### src/rtl/core/pwsr_pkg.sv
// ----------------------------------------------------------------------------
// pwsr_pkg: shared types and constants of the pulse width serial receiver
// Holds the phase codes, configuration indexes, queue sizing and the
// line sample type that travels from the front end to the decoder.
// ----------------------------------------------------------------------------
package pwsr_pkg;

  // Line sample classified by the front end
  typedef struct packed {
    logic level;  // sampled line value
    logic fall;   // high-to-low edge against the previous sample
  } sample_t;

  // Configuration register indexes
  localparam logic CFG_MAX_BYTES = 1'b0;
  localparam logic CFG_MAX_RUN   = 1'b1;

  // Configuration reset values
  localparam logic [7:0] MAX_BYTES_RESET = 8'd32;
  localparam logic [7:0] MAX_RUN_RESET   = 8'd255;

  // Decoder phase codes
  localparam logic [2:0] PH_IDLE      = 3'd0;
  localparam logic [2:0] PH_LEAD_LOW  = 3'd1;
  localparam logic [2:0] PH_REF0_HIGH = 3'd2;
  localparam logic [2:0] PH_REF0_GAP  = 3'd3;
  localparam logic [2:0] PH_REF1_HIGH = 3'd4;
  localparam logic [2:0] PH_BIT_GAP   = 3'd5;
  localparam logic [2:0] PH_BIT_HIGH  = 3'd6;

  // Pulses in one byte before the flag pulse
  localparam logic [3:0] BITS_PER_BYTE = 4'd8;

  // Sample queue between front end and decoder
  localparam int QUEUE_DEPTH = 4;
  localparam int QPTR_W      = $clog2(QUEUE_DEPTH);

endpackage

### src/rtl/core/pwsr_front.sv
// ----------------------------------------------------------------------------
// pwsr_front: line sample intake
// Accepts one line sample per transfer, marks falling edges against the
// previous sample and pushes the classified sample into the queue.
// ----------------------------------------------------------------------------
module pwsr_front (
  input  logic              clk,
  input  logic              rst,
  input  logic              in_valid,
  output logic              in_stall,
  input  logic              line_level,
  input  logic              queue_full,
  output logic              push,
  output pwsr_pkg::sample_t push_sample
);

  logic previous_level;

  // Stall the line only while the queue has no room
  assign in_stall = queue_full;
  assign push     = in_valid & ~queue_full;

  // Classify the sample
  assign push_sample.level = line_level;
  assign push_sample.fall  = previous_level & ~line_level;

  // Track the last accepted level; the line idles high
  always_ff @(posedge clk) begin
    if (rst) begin
      previous_level <= 1'b1;
    end else if (push) begin
      previous_level <= line_level;
    end
  end

endmodule

### src/rtl/core/pwsr_queue.sv
// ----------------------------------------------------------------------------
// pwsr_queue: sample queue
// Short first-in first-out buffer that decouples the sample intake from
// the decoder so that each side may stall on its own.
// ----------------------------------------------------------------------------
module pwsr_queue (
  input  logic              clk,
  input  logic              rst,
  input  logic              push,
  input  pwsr_pkg::sample_t push_sample,
  input  logic              pop,
  output pwsr_pkg::sample_t pop_sample,
  output logic              full,
  output logic              empty
);

  pwsr_pkg::sample_t                  entries [pwsr_pkg::QUEUE_DEPTH];
  logic [pwsr_pkg::QPTR_W-1:0]        wr_ptr;
  logic [pwsr_pkg::QPTR_W-1:0]        rd_ptr;
  logic [pwsr_pkg::QPTR_W:0]          fill;

  assign full       = (fill == (pwsr_pkg::QPTR_W+1)'(pwsr_pkg::QUEUE_DEPTH));
  assign empty      = (fill == '0);
  assign pop_sample = entries[rd_ptr];

  // Store incoming samples
  always_ff @(posedge clk) begin
    if (push) begin
      entries[wr_ptr] <= push_sample;
    end
  end

  // Advance pointers and fill level
  always_ff @(posedge clk) begin
    if (rst) begin
      wr_ptr <= '0;
      rd_ptr <= '0;
      fill   <= '0;
    end else begin
      if (push) begin
        wr_ptr <= wr_ptr + 1'b1;
      end
      if (pop) begin
        rd_ptr <= rd_ptr + 1'b1;
      end
      if (push && !pop) begin
        fill <= fill + 1'b1;
      end else if (pop && !push) begin
        fill <= fill - 1'b1;
      end
    end
  end

endmodule

### src/rtl/core/pwsr_back.sv
// ----------------------------------------------------------------------------
// pwsr_back: pulse width decoder
// Takes one classified sample per cycle unless the queue is empty or a
// result stalls; measures run lengths, learns the bit threshold from the two
// reference pulses and assembles bytes into a registered output stage.
// ----------------------------------------------------------------------------
module pwsr_back (
  input  logic              clk,
  input  logic              rst,
  input  logic [7:0]        max_bytes,
  input  logic [7:0]        max_run,
  input  logic              queue_empty,
  input  pwsr_pkg::sample_t pop_sample,
  output logic              pop,
  output logic              out_valid,
  input  logic              out_stall,
  output logic [7:0]        data_byte,
  output logic              is_last,
  output logic              frame_error
);

  logic [2:0] phase, phase_next;
  logic [7:0] run_count, run_count_next;
  logic [7:0] zero_reference, zero_reference_next;
  logic [7:0] threshold, threshold_next;
  logic [3:0] bit_position, bit_position_next;
  logic [7:0] shift_byte, shift_byte_next;
  logic [7:0] byte_count, byte_count_next;

  logic       res_valid;
  logic [7:0] res_byte;
  logic       res_last;
  logic       res_err;
  logic       ok;
  logic       extend;
  logic       begin_run;
  logic       pulse_bit;
  logic       last;
  logic [8:0] ref_sum;
  logic [7:0] byte_count_inc;

  // Take a sample when the output stage can hold a result
  assign pop = ~queue_empty & (~out_valid | ~out_stall);

  assign ref_sum        = {1'b0, zero_reference} + {1'b0, run_count};
  assign pulse_bit      = (run_count > threshold);
  assign byte_count_inc = byte_count + 8'd1;
  assign last           = pulse_bit | (byte_count_inc >= max_bytes);

  // Decode one sample
  always_comb begin
    phase_next          = phase;
    run_count_next      = run_count;
    zero_reference_next = zero_reference;
    threshold_next      = threshold;
    bit_position_next   = bit_position;
    shift_byte_next     = shift_byte;
    byte_count_next     = byte_count;
    res_valid           = 1'b0;
    res_byte            = shift_byte;
    res_last            = 1'b0;
    res_err             = 1'b0;
    ok                  = 1'b1;
    extend              = 1'b0;
    begin_run           = 1'b0;

    case (phase)
      pwsr_pkg::PH_LEAD_LOW, pwsr_pkg::PH_REF0_GAP, pwsr_pkg::PH_BIT_GAP: begin
        if (!pop_sample.level) begin
          extend = 1'b1;
        end else begin
          phase_next = phase + 3'd1;
          begin_run  = 1'b1;
        end
      end
      pwsr_pkg::PH_REF0_HIGH, pwsr_pkg::PH_REF1_HIGH, pwsr_pkg::PH_BIT_HIGH: begin
        if (pop_sample.level) begin
          extend = 1'b1;
        end else if (phase == pwsr_pkg::PH_REF0_HIGH) begin
          zero_reference_next = run_count;
          phase_next          = pwsr_pkg::PH_REF0_GAP;
          begin_run           = 1'b1;
        end else if (phase == pwsr_pkg::PH_REF1_HIGH) begin
          threshold_next    = ref_sum[8:1];
          bit_position_next = '0;
          shift_byte_next   = '0;
          byte_count_next   = '0;
          phase_next        = pwsr_pkg::PH_BIT_GAP;
          begin_run         = 1'b1;
        end else if (bit_position < pwsr_pkg::BITS_PER_BYTE) begin
          shift_byte_next   = {shift_byte[6:0], pulse_bit};
          bit_position_next = bit_position + 4'd1;
          phase_next        = pwsr_pkg::PH_BIT_GAP;
          begin_run         = 1'b1;
        end else begin
          // Flag pulse: emit the byte
          byte_count_next   = byte_count_inc;
          res_valid         = 1'b1;
          res_byte          = shift_byte;
          res_last          = last;
          bit_position_next = '0;
          shift_byte_next   = '0;
          if (last) begin
            phase_next = pwsr_pkg::PH_IDLE;
          end else begin
            phase_next = pwsr_pkg::PH_BIT_GAP;
            begin_run  = 1'b1;
          end
        end
      end
      default: begin
        phase_next = pwsr_pkg::PH_IDLE;
        if (pop_sample.fall) begin
          phase_next = pwsr_pkg::PH_LEAD_LOW;
          begin_run  = 1'b1;
        end
      end
    endcase

    // Lengthen or restart the current run, watching for timeout
    if (extend) begin
      if (run_count >= max_run) begin
        ok = 1'b0;
      end else begin
        run_count_next = run_count + 8'd1;
      end
    end
    if (begin_run) begin
      run_count_next = '0;
      if (max_run == '0) begin
        ok = 1'b0;
      end else begin
        run_count_next = 8'd1;
      end
    end

    // Abort the frame on timeout
    if (!ok) begin
      phase_next = pwsr_pkg::PH_IDLE;
      res_valid  = 1'b1;
      res_byte   = '0;
      res_last   = 1'b1;
      res_err    = 1'b1;
    end
  end

  // Decoder state
  always_ff @(posedge clk) begin
    if (rst) begin
      phase          <= pwsr_pkg::PH_IDLE;
      run_count      <= '0;
      zero_reference <= '0;
      threshold      <= '0;
      bit_position   <= '0;
      shift_byte     <= '0;
      byte_count     <= '0;
    end else if (pop) begin
      phase          <= phase_next;
      run_count      <= run_count_next;
      zero_reference <= zero_reference_next;
      threshold      <= threshold_next;
      bit_position   <= bit_position_next;
      shift_byte     <= shift_byte_next;
      byte_count     <= byte_count_next;
    end
  end

  // Output stage: load a result, drop it once transferred
  always_ff @(posedge clk) begin
    if (rst) begin
      out_valid <= 1'b0;
    end else if (pop && res_valid) begin
      out_valid <= 1'b1;
    end else if (!out_stall) begin
      out_valid <= 1'b0;
    end
  end

  always_ff @(posedge clk) begin
    if (pop && res_valid) begin
      data_byte   <= res_byte;
      is_last     <= res_last;
      frame_error <= res_err;
    end
  end

  // Checks
  a_error_is_last: assert property (@(posedge clk) disable iff (rst)
    (out_valid && frame_error) |-> is_last)
    else $error("error result not marked last");

  a_error_zero_byte: assert property (@(posedge clk) disable iff (rst)
    (out_valid && frame_error) |-> (data_byte == '0))
    else $error("error result carries data");

  a_abort_to_idle: assert property (@(posedge clk) disable iff (rst)
    (pop && !ok) |=> (phase == pwsr_pkg::PH_IDLE))
    else $error("decoder not idle after abort");

  a_bit_position_range: assert property (@(posedge clk) disable iff (rst)
    bit_position <= pwsr_pkg::BITS_PER_BYTE)
    else $error("bit position out of range");

  a_no_overwrite: assert property (@(posedge clk) disable iff (rst)
    (out_valid && out_stall) |=> out_valid)
    else $error("stalled result lost");

endmodule

### src/rtl/core/pulse_width_serial_receiver_top.sv
// ----------------------------------------------------------------------------
// pulse_width_serial_receiver_top: single-wire pulse width receiver
//
// Input channel (in_valid/in_stall, line_level) carries one line sample per
// transfer. A high-to-low edge in idle starts a frame; two high reference
// pulses set the threshold, then each high pulse is a bit, eight bits MSB
// first plus a flag pulse per byte.
// Output channel (out_valid/out_stall, data_byte, is_last, frame_error)
// carries one result per byte, or an error result on a run timeout.
// Configuration: cfg_we writes cfg_data into max_bytes (index 0) or
// max_run (index 1); write only while no frame is in progress.
// Throughput: one sample per clock while the queue has room; the decoder
// handles one queued sample per cycle, but pauses while out_stall holds a
// result, so the 4-entry sample queue between intake and decoder fills
// and in_stall rises once it is full. A result is registered in the output
// stage when the decoder pops the sample that completes it.
// Reset: synchronous; clears the queue and output stage, returns the decoder
// to idle with the line taken as high, and loads max_bytes 32, max_run 255.
// ----------------------------------------------------------------------------
module pulse_width_serial_receiver_top (
  input  logic       clk,
  input  logic       rst,
  input  logic       cfg_we,
  input  logic       cfg_index,
  input  logic [7:0] cfg_data,
  input  logic       in_valid,
  output logic       in_stall,
  input  logic       line_level,
  output logic       out_valid,
  input  logic       out_stall,
  output logic [7:0] data_byte,
  output logic       is_last,
  output logic       frame_error
);

  logic [7:0]        max_bytes;
  logic [7:0]        max_run;
  logic              push;
  logic              pop;
  logic              queue_full;
  logic              queue_empty;
  pwsr_pkg::sample_t push_sample;
  pwsr_pkg::sample_t pop_sample;

  // Configuration registers
  always_ff @(posedge clk) begin
    if (rst) begin
      max_bytes <= pwsr_pkg::MAX_BYTES_RESET;
      max_run   <= pwsr_pkg::MAX_RUN_RESET;
    end else if (cfg_we) begin
      case (cfg_index)
        pwsr_pkg::CFG_MAX_BYTES: max_bytes <= cfg_data;
        pwsr_pkg::CFG_MAX_RUN:   max_run   <= cfg_data;
        default: ;
      endcase
    end
  end

  pwsr_front u_front (
    .clk         (clk),
    .rst         (rst),
    .in_valid    (in_valid),
    .in_stall    (in_stall),
    .line_level  (line_level),
    .queue_full  (queue_full),
    .push        (push),
    .push_sample (push_sample)
  );

  pwsr_queue u_queue (
    .clk         (clk),
    .rst         (rst),
    .push        (push),
    .push_sample (push_sample),
    .pop         (pop),
    .pop_sample  (pop_sample),
    .full        (queue_full),
    .empty       (queue_empty)
  );

  pwsr_back u_back (
    .clk         (clk),
    .rst         (rst),
    .max_bytes   (max_bytes),
    .max_run     (max_run),
    .queue_empty (queue_empty),
    .pop_sample  (pop_sample),
    .pop         (pop),
    .out_valid   (out_valid),
    .out_stall   (out_stall),
    .data_byte   (data_byte),
    .is_last     (is_last),
    .frame_error (frame_error)
  );

endmodule
### config.mk
export PLATFORM = sky130hd
export DESIGN_NAME = pulse_width_serial_receiver_top
export DESIGN_NICKNAME = d
export VERILOG_FILES = /design/src/rtl/core/pwsr_pkg.sv /design/src/rtl/core/pwsr_front.sv /design/src/rtl/core/pwsr_queue.sv /design/src/rtl/core/pwsr_back.sv /design/src/rtl/core/pulse_width_serial_receiver_top.sv
export SDC_FILE = /design/constraint.sdc
export NUM_CORES = 1
export LEC_CHECK = 0
export ABC_AREA = 1
export ABC_CLOCK_PERIOD_IN_PS = 4400
export BUFFER_PORTS_ARGS = -buffer_cell sky130_fd_sc_hd__buf_2
export CAP_MARGIN = 20
export CORE_MARGIN = 1
export CORE_UTILIZATION = 60
export DETAILED_ROUTE_END_ITERATION = 8
export HOLD_SLACK_MARGIN = 0.05
export PLACE_DENSITY = 0.79
export SYNTH_ARGS = -nofsm -noshare
export SYNTH_HDL_FRONTEND = slang
export SYNTH_SLANG_ARGS = --single-unit
export TNS_END_PERCENT = 30
### constraint.sdc
create_clock -name clk -period 4.4 [get_ports clk]
set_input_delay 1.1 -clock clk [delete_from_list [all_inputs] [get_ports clk]]
set_output_delay 1.1 -clock clk [all_outputs]
set_load 0.1 [all_outputs]
==> results.yml, run 1 <==
placement:
  dp_hpwl_um: 7180
  gp_congestion: 0.848
  io_buffers: 26
  place_area_um2: 5030
layout:
  antenna_cells: 0
  fin_area_um2: 5200
  num-nets-final: 691
  fillers: 662
  layout-drive-gt1-share: 0.113
  area_delta_synth_final_pct: 8.14
power_and_ir_drop:
  vdd_drop_max_uv: 231
  switching_share: 0.395
  p_per_area_nw_per_um2: 439
  pwr-share-comb: 0.336
  p_int_w: 0.00138
  power.leakage_nw: 2.34
  p_seq_frac: 0.439
  pwr-share-clk: 0.225
  net-switching-power_w: 0.000904
logic_synthesis:
  synth_top_area_frac: 0.308
  synth-seq-area-share: 0.420
  synth_area_leaders: "dfxtp_1 (31%), edfxtp_1 (11%), ha_1 (11%)"
  synth_edf_count: 18
  synth_fa_ha_area_frac: 0.120
  postSynth.asyncResetShare: 0
  ys_ff_latch: 92
  yosys.area.top_type: "dfxtp_1"
  syn_area_um2: 4810
  synth-compound-area-share: 0.153
  ys.flop_type: "dfxtp_1"
  synth_xor_area_frac: 0.0291
  synth_top_family_by_area: "simple AND/OR/NAND/NOR gates"
  synthMuxAreaShare: 0
  synth_common_cells: "nand2_1 (112), inv_1 (85), dfxtp_1 (74), a21oi_1 (65), nor2_1 (50)"
  synth_warnings: 0
  synthCells: 605
  netlist-cell-type-count: 42
  syn-num-nets: 665
  synth-simple-area-share: 0.189
  syn_avg_cell_area_um2: 7.96
  synth.most_common_cell: "nand2_1"
cts:
  cts_made_buffers: 9
  cts.sinks: 92
  h-tree-depth: 3
  cts_buffer_depth: 2
  path_clk_slew_ns: 0.10
  cts_tree: "yes"
  post_cts_buffers: 0
  clock_latency_ns: 0.36
  cts.repair.resized: 0
  clock-root-buffer: "clkbuf_8"
  cts_hold_buf: 0
detailed_routing:
  finalWirelength_um: 9710
  drtAntennaViolNets: 0
  drc_errors: 0
  drtIter0Drc: 162
  avgViaCountPerCell: 5.29
  vias: 3907
  dr.pass1.iters: 5
  wire_per_inst_um: 13.2
floorplan:
  die_h_um: 91.6
  num_rows: 32
  dieArea_um2: 8380
  ios: 27
  core-area_um2: 7730
  start_util: 0.623
  die_w_um: 91.6
grt:
  track_usage: 0.249
  overflow: 0
  grt_pass1_wl_um: 16700
  grt_max_degree: 26
  grt_pass1_vias: 3719
  antenna_found_initial: 0
worst_setup_path:
  rr_worst_depth: 19
  r2r_end: "u_back.data_byte[6]"
  r2r_setup_slack_ns: 1.06
  timing.rr.start: "u_back.byte_count[0]"
  crit_type: "flop to flop"
  worstSetupStartpointType: "flop"
  critPathCaptureType: "flop"
  required_ns: 4.43
  critPathMaxFanout: 10
  cp.arrival_ns: 3.37
sta:
  maxSlewViolCount: 0
  setup_viol: 0
  hold_viol_final: 0
  rsz0062_at_grt: "false"
  worst_slew_pin_slew_ns: 0.707
  clock.fmax_mhz: 299
  fin_tns_setup_ns: 0
  finalClockSkew_ns: 0.0122
  min_period_over_period: 0.759
  period_needed_ns: 3.34
  relSlewSlack: 0.528
status:
  status: "finished clean"
worst_hold_path:
  holdCritStartpoint: "u_back.bit_position[2]"
  hp-class: "flop to flop"
  whs_endpoint: "u_back.bit_position[2]"
  holdPathStages: 1
flow_run:
  drv_cap: 0
-- registers in the layout, summed over array words and instances (netlist names), named ones only --
register                flops
u_back.bit_position         4
u_back.threshold            8
u_back.out_valid            1
u_back.phase                3
u_back.shift_byte           8
u_back.frame_error          1
u_queue.fill                3
u_queue.wr_ptr              2
u_back.is_last              1
u_back.zero_reference       8
max_bytes                   8
u_front.previous_level      1
max_run                     8
u_queue.rd_ptr              2
u_back.byte_count           8
u_back.run_count            8
u_back.data_byte            8
u_queue.entries             8
-- per-stage QoR --
step	total power (W)	util	hold WS, ns	worst slack [ns]	instances
after floorplan	0.00161	-	0.422	0.419	605
after global placement	0.00174	0.651	0.444	1.31	722
after detailed placement	0.00177	0.651	0.454	1.11	722
after CTS	0.00229	0.674	0.465	1.07	738
after global routing	0.00244	0.674	0.494	0.704	738
final	0.00229	0.674	0.461	1.06	738
-- worst max path at each step --
stage	start	end	slack [ns]	depth (start not counted)
after CTS	u_back.byte_count[0]	u_back.data_byte[6]	1.07	19
after floorplan	u_queue.fill[0]	u_queue.fill[1]	0.42	7
after global routing	u_back.byte_count[0]	u_back.is_last	0.70	19
final	u_back.byte_count[0]	u_back.data_byte[6]	1.06	19
after global placement	u_back.byte_count[0]	u_back.data_byte[0]	1.31	19
after detailed placement	u_back.byte_count[0]	u_back.data_byte[1]	1.11	19
-- final cells by class --
type,count,area [um2],share of cell area
multi-input combinational,402,2370,0.455
clock buffer,10,128,0.0245
inverter,98,368,0.0707
clock inverter,6,46.3,0.00889
timing repair buffer,28,145,0.0279
tap,102,128,0.0245
sequential,92,2020,0.388
-- kinds of logic after synthesis --
family,after synthesis
compound gates,133
flops,92
fa+ha+maj,45
xor+xnor,16
simple gates,208
buf+inv,111
-- power groups by stage --
stage / logic, W / clock network, W / registers [W]
2_1_floorplan: 0.000602 / 0 / 0.00101
3_3_place_gp: 0.000723 / 0 / 0.00102
3_5_place_dp: 0.000753 / 0 / 0.00102
4_1_cts: 0.000762 / 0.000528 / 0.00100
5_1_grt: 0.000875 / 0.000555 / 0.00101
6_report: 0.000769 / 0.000515 / 0.00100
-- cell usage in the layout, fill, tap and decap left out, types with 12 or more instances in the layout --
cell,Yosys,routed
inv_2,12,12
edfxtp_1,18,18
nand2_1,112,112
inv_1,85,85
a21oi_1,65,65
buf_2,2,26
nor2_1,50,50
o21ai_0,40,40
ha_1,43,43
dfxtp_1,74,74
nand3_1,17,17
-- metal layers --
layer | global-route usage | vias up | part of all wire
li1 | - | 2025 | -
met3 | 0.0427 | 10 | 0.029
met4 | 0.0794 | 0 | 0.013
met2 | 0.432 | 55 | 0.50
met1 | 0.312 | 1817 | 0.46
met5 | 0 | - | 0
-- critical path, stage by stage (launching register included) --
cell and delay [ns]:
dfxtp_1 0.37, inv_1 0.08, nor3_1 0.30, nand3_1 0.18
nor2_1 0.12, nand2_1 0.07, xor2_1 0.17, inv_1 0.07
ha_1 0.31, a21oi_1 0.17, o21ai_0 0.11, a21oi_1 0.12
nand2_1 0.08, nand2_1 0.08, nand2_1 0.07, nand2_2 0.11
nand3_4 0.12, nand3_1 0.11, nand2_1 0.07, inv_1 0.31
Note: power is estimated with default switching activity, not from simulation.
==> run 2: changes to the inputs <==
Settings changed: ABC_CLOCK_PERIOD_IN_PS 4400 to 3000, CORE_UTILIZATION 60 to 55, PLACE_DENSITY 0.79 to 0.76.
Clock period 4.4 ns to 3 ns, I/O delays scaled along.
==> run 2 against run 1 <==
Against the previous run: sequential cell count unchanged; register-to-register slack worse by 0.94 ns; first-iteration DRC count decreased by 34%; die area up 8.9%; worst hold slack about the same; maximum frequency is 16% higher; count of clock-buffer cells in the layout did not move; clock power increased by 79%; design area rose by 3.9%; final cell count grew 2.2%; critical path type unchanged; critical endpoint is now u_back.run_count[7].
==> results.yml, run 2 (synthesis results as in run 1) <==
grt:
  grt_pass1_vias: 3741
  grt_pass1_wl_um: 16200
  track_usage: 0.229
  grt_max_degree: 25
  overflow: 0
  antenna_found_initial: 0
power_and_ir_drop:
  vdd_drop_max_uv: 323
  net-switching-power_w: 0.00134
  pwr-share-comb: 0.338
  pwr-share-clk: 0.255
  p_per_area_nw_per_um2: 669
  switching_share: 0.371
  power.leakage_nw: 2.43
  p_int_w: 0.00228
  p_seq_frac: 0.407
sta:
  period_needed_ns: 2.88
  clock.fmax_mhz: 348
  hold_viol_final: 0
  setup_viol: 0
  min_period_over_period: 0.959
  rsz0062_at_grt: "true"
  finalClockSkew_ns: 0.0151
  worst_slew_pin_slew_ns: 0.694
  relSlewSlack: 0.533
  maxSlewViolCount: 0
  fin_ws_ns: 0.122
worst_setup_path:
  worst_path_largest_cell_delay_ns: 0.34
  crit_type: "flop to flop"
  cp.arrival_ns: 3.16
  critPathCaptureType: "flop"
  worstSetupStartpointType: "flop"
  required_ns: 3.29
  cp_slowest_cell: "dfxtp_2"
  path_cells: "inv_1 -> nor3_4 -> nand3_2 -> nor2_1 -> nand2_1 -> xor2_1 -> inv_1 -> ha_4 -> a21oi_2 -> o21ai_2 -> a21oi_1 -> nand2_1 -> nand2_1 -> nand2_1 -> nand2_2 -> buf_4 -> nand3_2 -> nand2_4 -> buf_4 -> nand3b_1 -> a21oi_1"
  critPathMaxFanout: 6
  crit_top_cell: "nand2_1"
detailed_routing:
  vias: 3938
  avgViaCountPerCell: 5.22
  finalWirelength_um: 9790
  drtAntennaViolNets: 0
  drtIter0Drc: 107
  drc_errors: 0
  wire_per_inst_um: 13.0
  dr.pass1.iters: 4
cts:
  cts_made_buffers: 9
  cts_tree: "yes"
  cts_hold_buf: 0
  clock-root-buffer: "clkbuf_8"
  path_clk_slew_ns: 0.09
  h-tree-depth: 3
  cts_buffer_depth: 2
  cts.sinks: 92
  clock_latency_ns: 0.36
layout:
  fin_cells: 754
  antenna_cells: 0
  fillers: 732
  layout-drive-gt1-share: 0.149
  final_common_cell: "nand2_1"
  num-nets-final: 704
  area_delta_synth_final_pct: 12.3
  utilization: 0.648
  mostFrequentLayoutCells: "nand2_1 (111), inv_1 (84), dfxtp_1 (71), a21oi_1 (64), nor2_1 (50)"
placement:
  gp_congestion: 0.881
  place_inst: 734
  place_ws_ns: -0.0738
  dp_hpwl_um: 7230
  io_buffers: 26
floorplan:
  die_h_um: 95.6
  num_rows: 33
  ios: 27
  start_util: 0.577
  dieArea_um2: 9130
  core-area_um2: 8340
  die_w_um: 95.6
status:
  status: "finished clean"
flow_run:
  drv_cap: 0
worst_hold_path:
  hp-class: "flop to flop"
run 2: through the flow:
| step | hold WS [ns] | power, W | setup TNS, ns | area [um2] |
|---|---|---|---|---|
| floorplan | 0.422 | 0.00236 | 0 | 4820 |
| global placement | 0.443 | 0.00258 | 0 | 5110 |
| detailed placement | 0.444 | 0.00263 | -0.735 | 5110 |
| CTS | 0.460 | 0.00354 | 0 | 5350 |
| global route | 0.482 | 0.00385 | -0.318 | 5410 |
| finish | 0.461 | 0.00362 | 0 | 5410 |
run 2: layout make-up:
type,instances,area (um2),share of cell area
multi-input cells,402,2410,0.446
well taps,105,131,0.0243
flip-flops and latches,92,2030,0.375
clock buffers,10,128,0.0236
clock inverters,6,95.1,0.0176
repair inverters,1,7.51,0.00139
repair buffers,40,235,0.0435
inverters,98,372,0.0687
run 2: repair_timing:
item	in CTS	in global routing
pin swaps	0	5
gates cloned	1	0
setup endpoints to repair	12	31
resized for setup	3	13
buffers inserted	0	3
run 2: power by group through the flow:
stage / clock network [W] / registers (W) / logic (W)
after floorplan: 0 / 0.00148 / 0.000884
after detailed placement: 0 / 0.00150 / 0.00113
after global routing: 0.000983 / 0.00149 / 0.00139
after CTS: 0.000939 / 0.00147 / 0.00113
after global placement: 0 / 0.00149 / 0.00108
final: 0.000923 / 0.00147 / 0.00122
run 2: critical path, delay by kind of cell (launching register included):
family	cells	cell delay, ns
AOI/OAI and AO/OA	4	0.49
buffers and inverters	4	0.45
and+or+nand+nor	11	1.09
adders and majority gates	1	0.23
DFF	1	0.34
xor gates and xnor gates	1	0.19
run 2: metal layers:
metal	track usage	part of all wire
met5	0	0
met4	0.0734	0.012
met3	0.0478	0.029
met2	0.425	0.50
met1	0.259	0.46
run 2: worst paths after layout:
kind | depth (start not counted) | slack (ns) | to | from
worst min-delay path | 1 | 0.46 | u_back.bit_position[2] | u_back.bit_position[2]
worst min register to register | 1 | 0.46 | u_back.bit_position[2] | u_back.bit_position[2]
worst max register to register | 21 | 0.12 | u_back.run_count[7] | u_back.byte_count[1]
worst max-delay path | 21 | 0.12 | u_back.run_count[7] | u_back.byte_count[1]
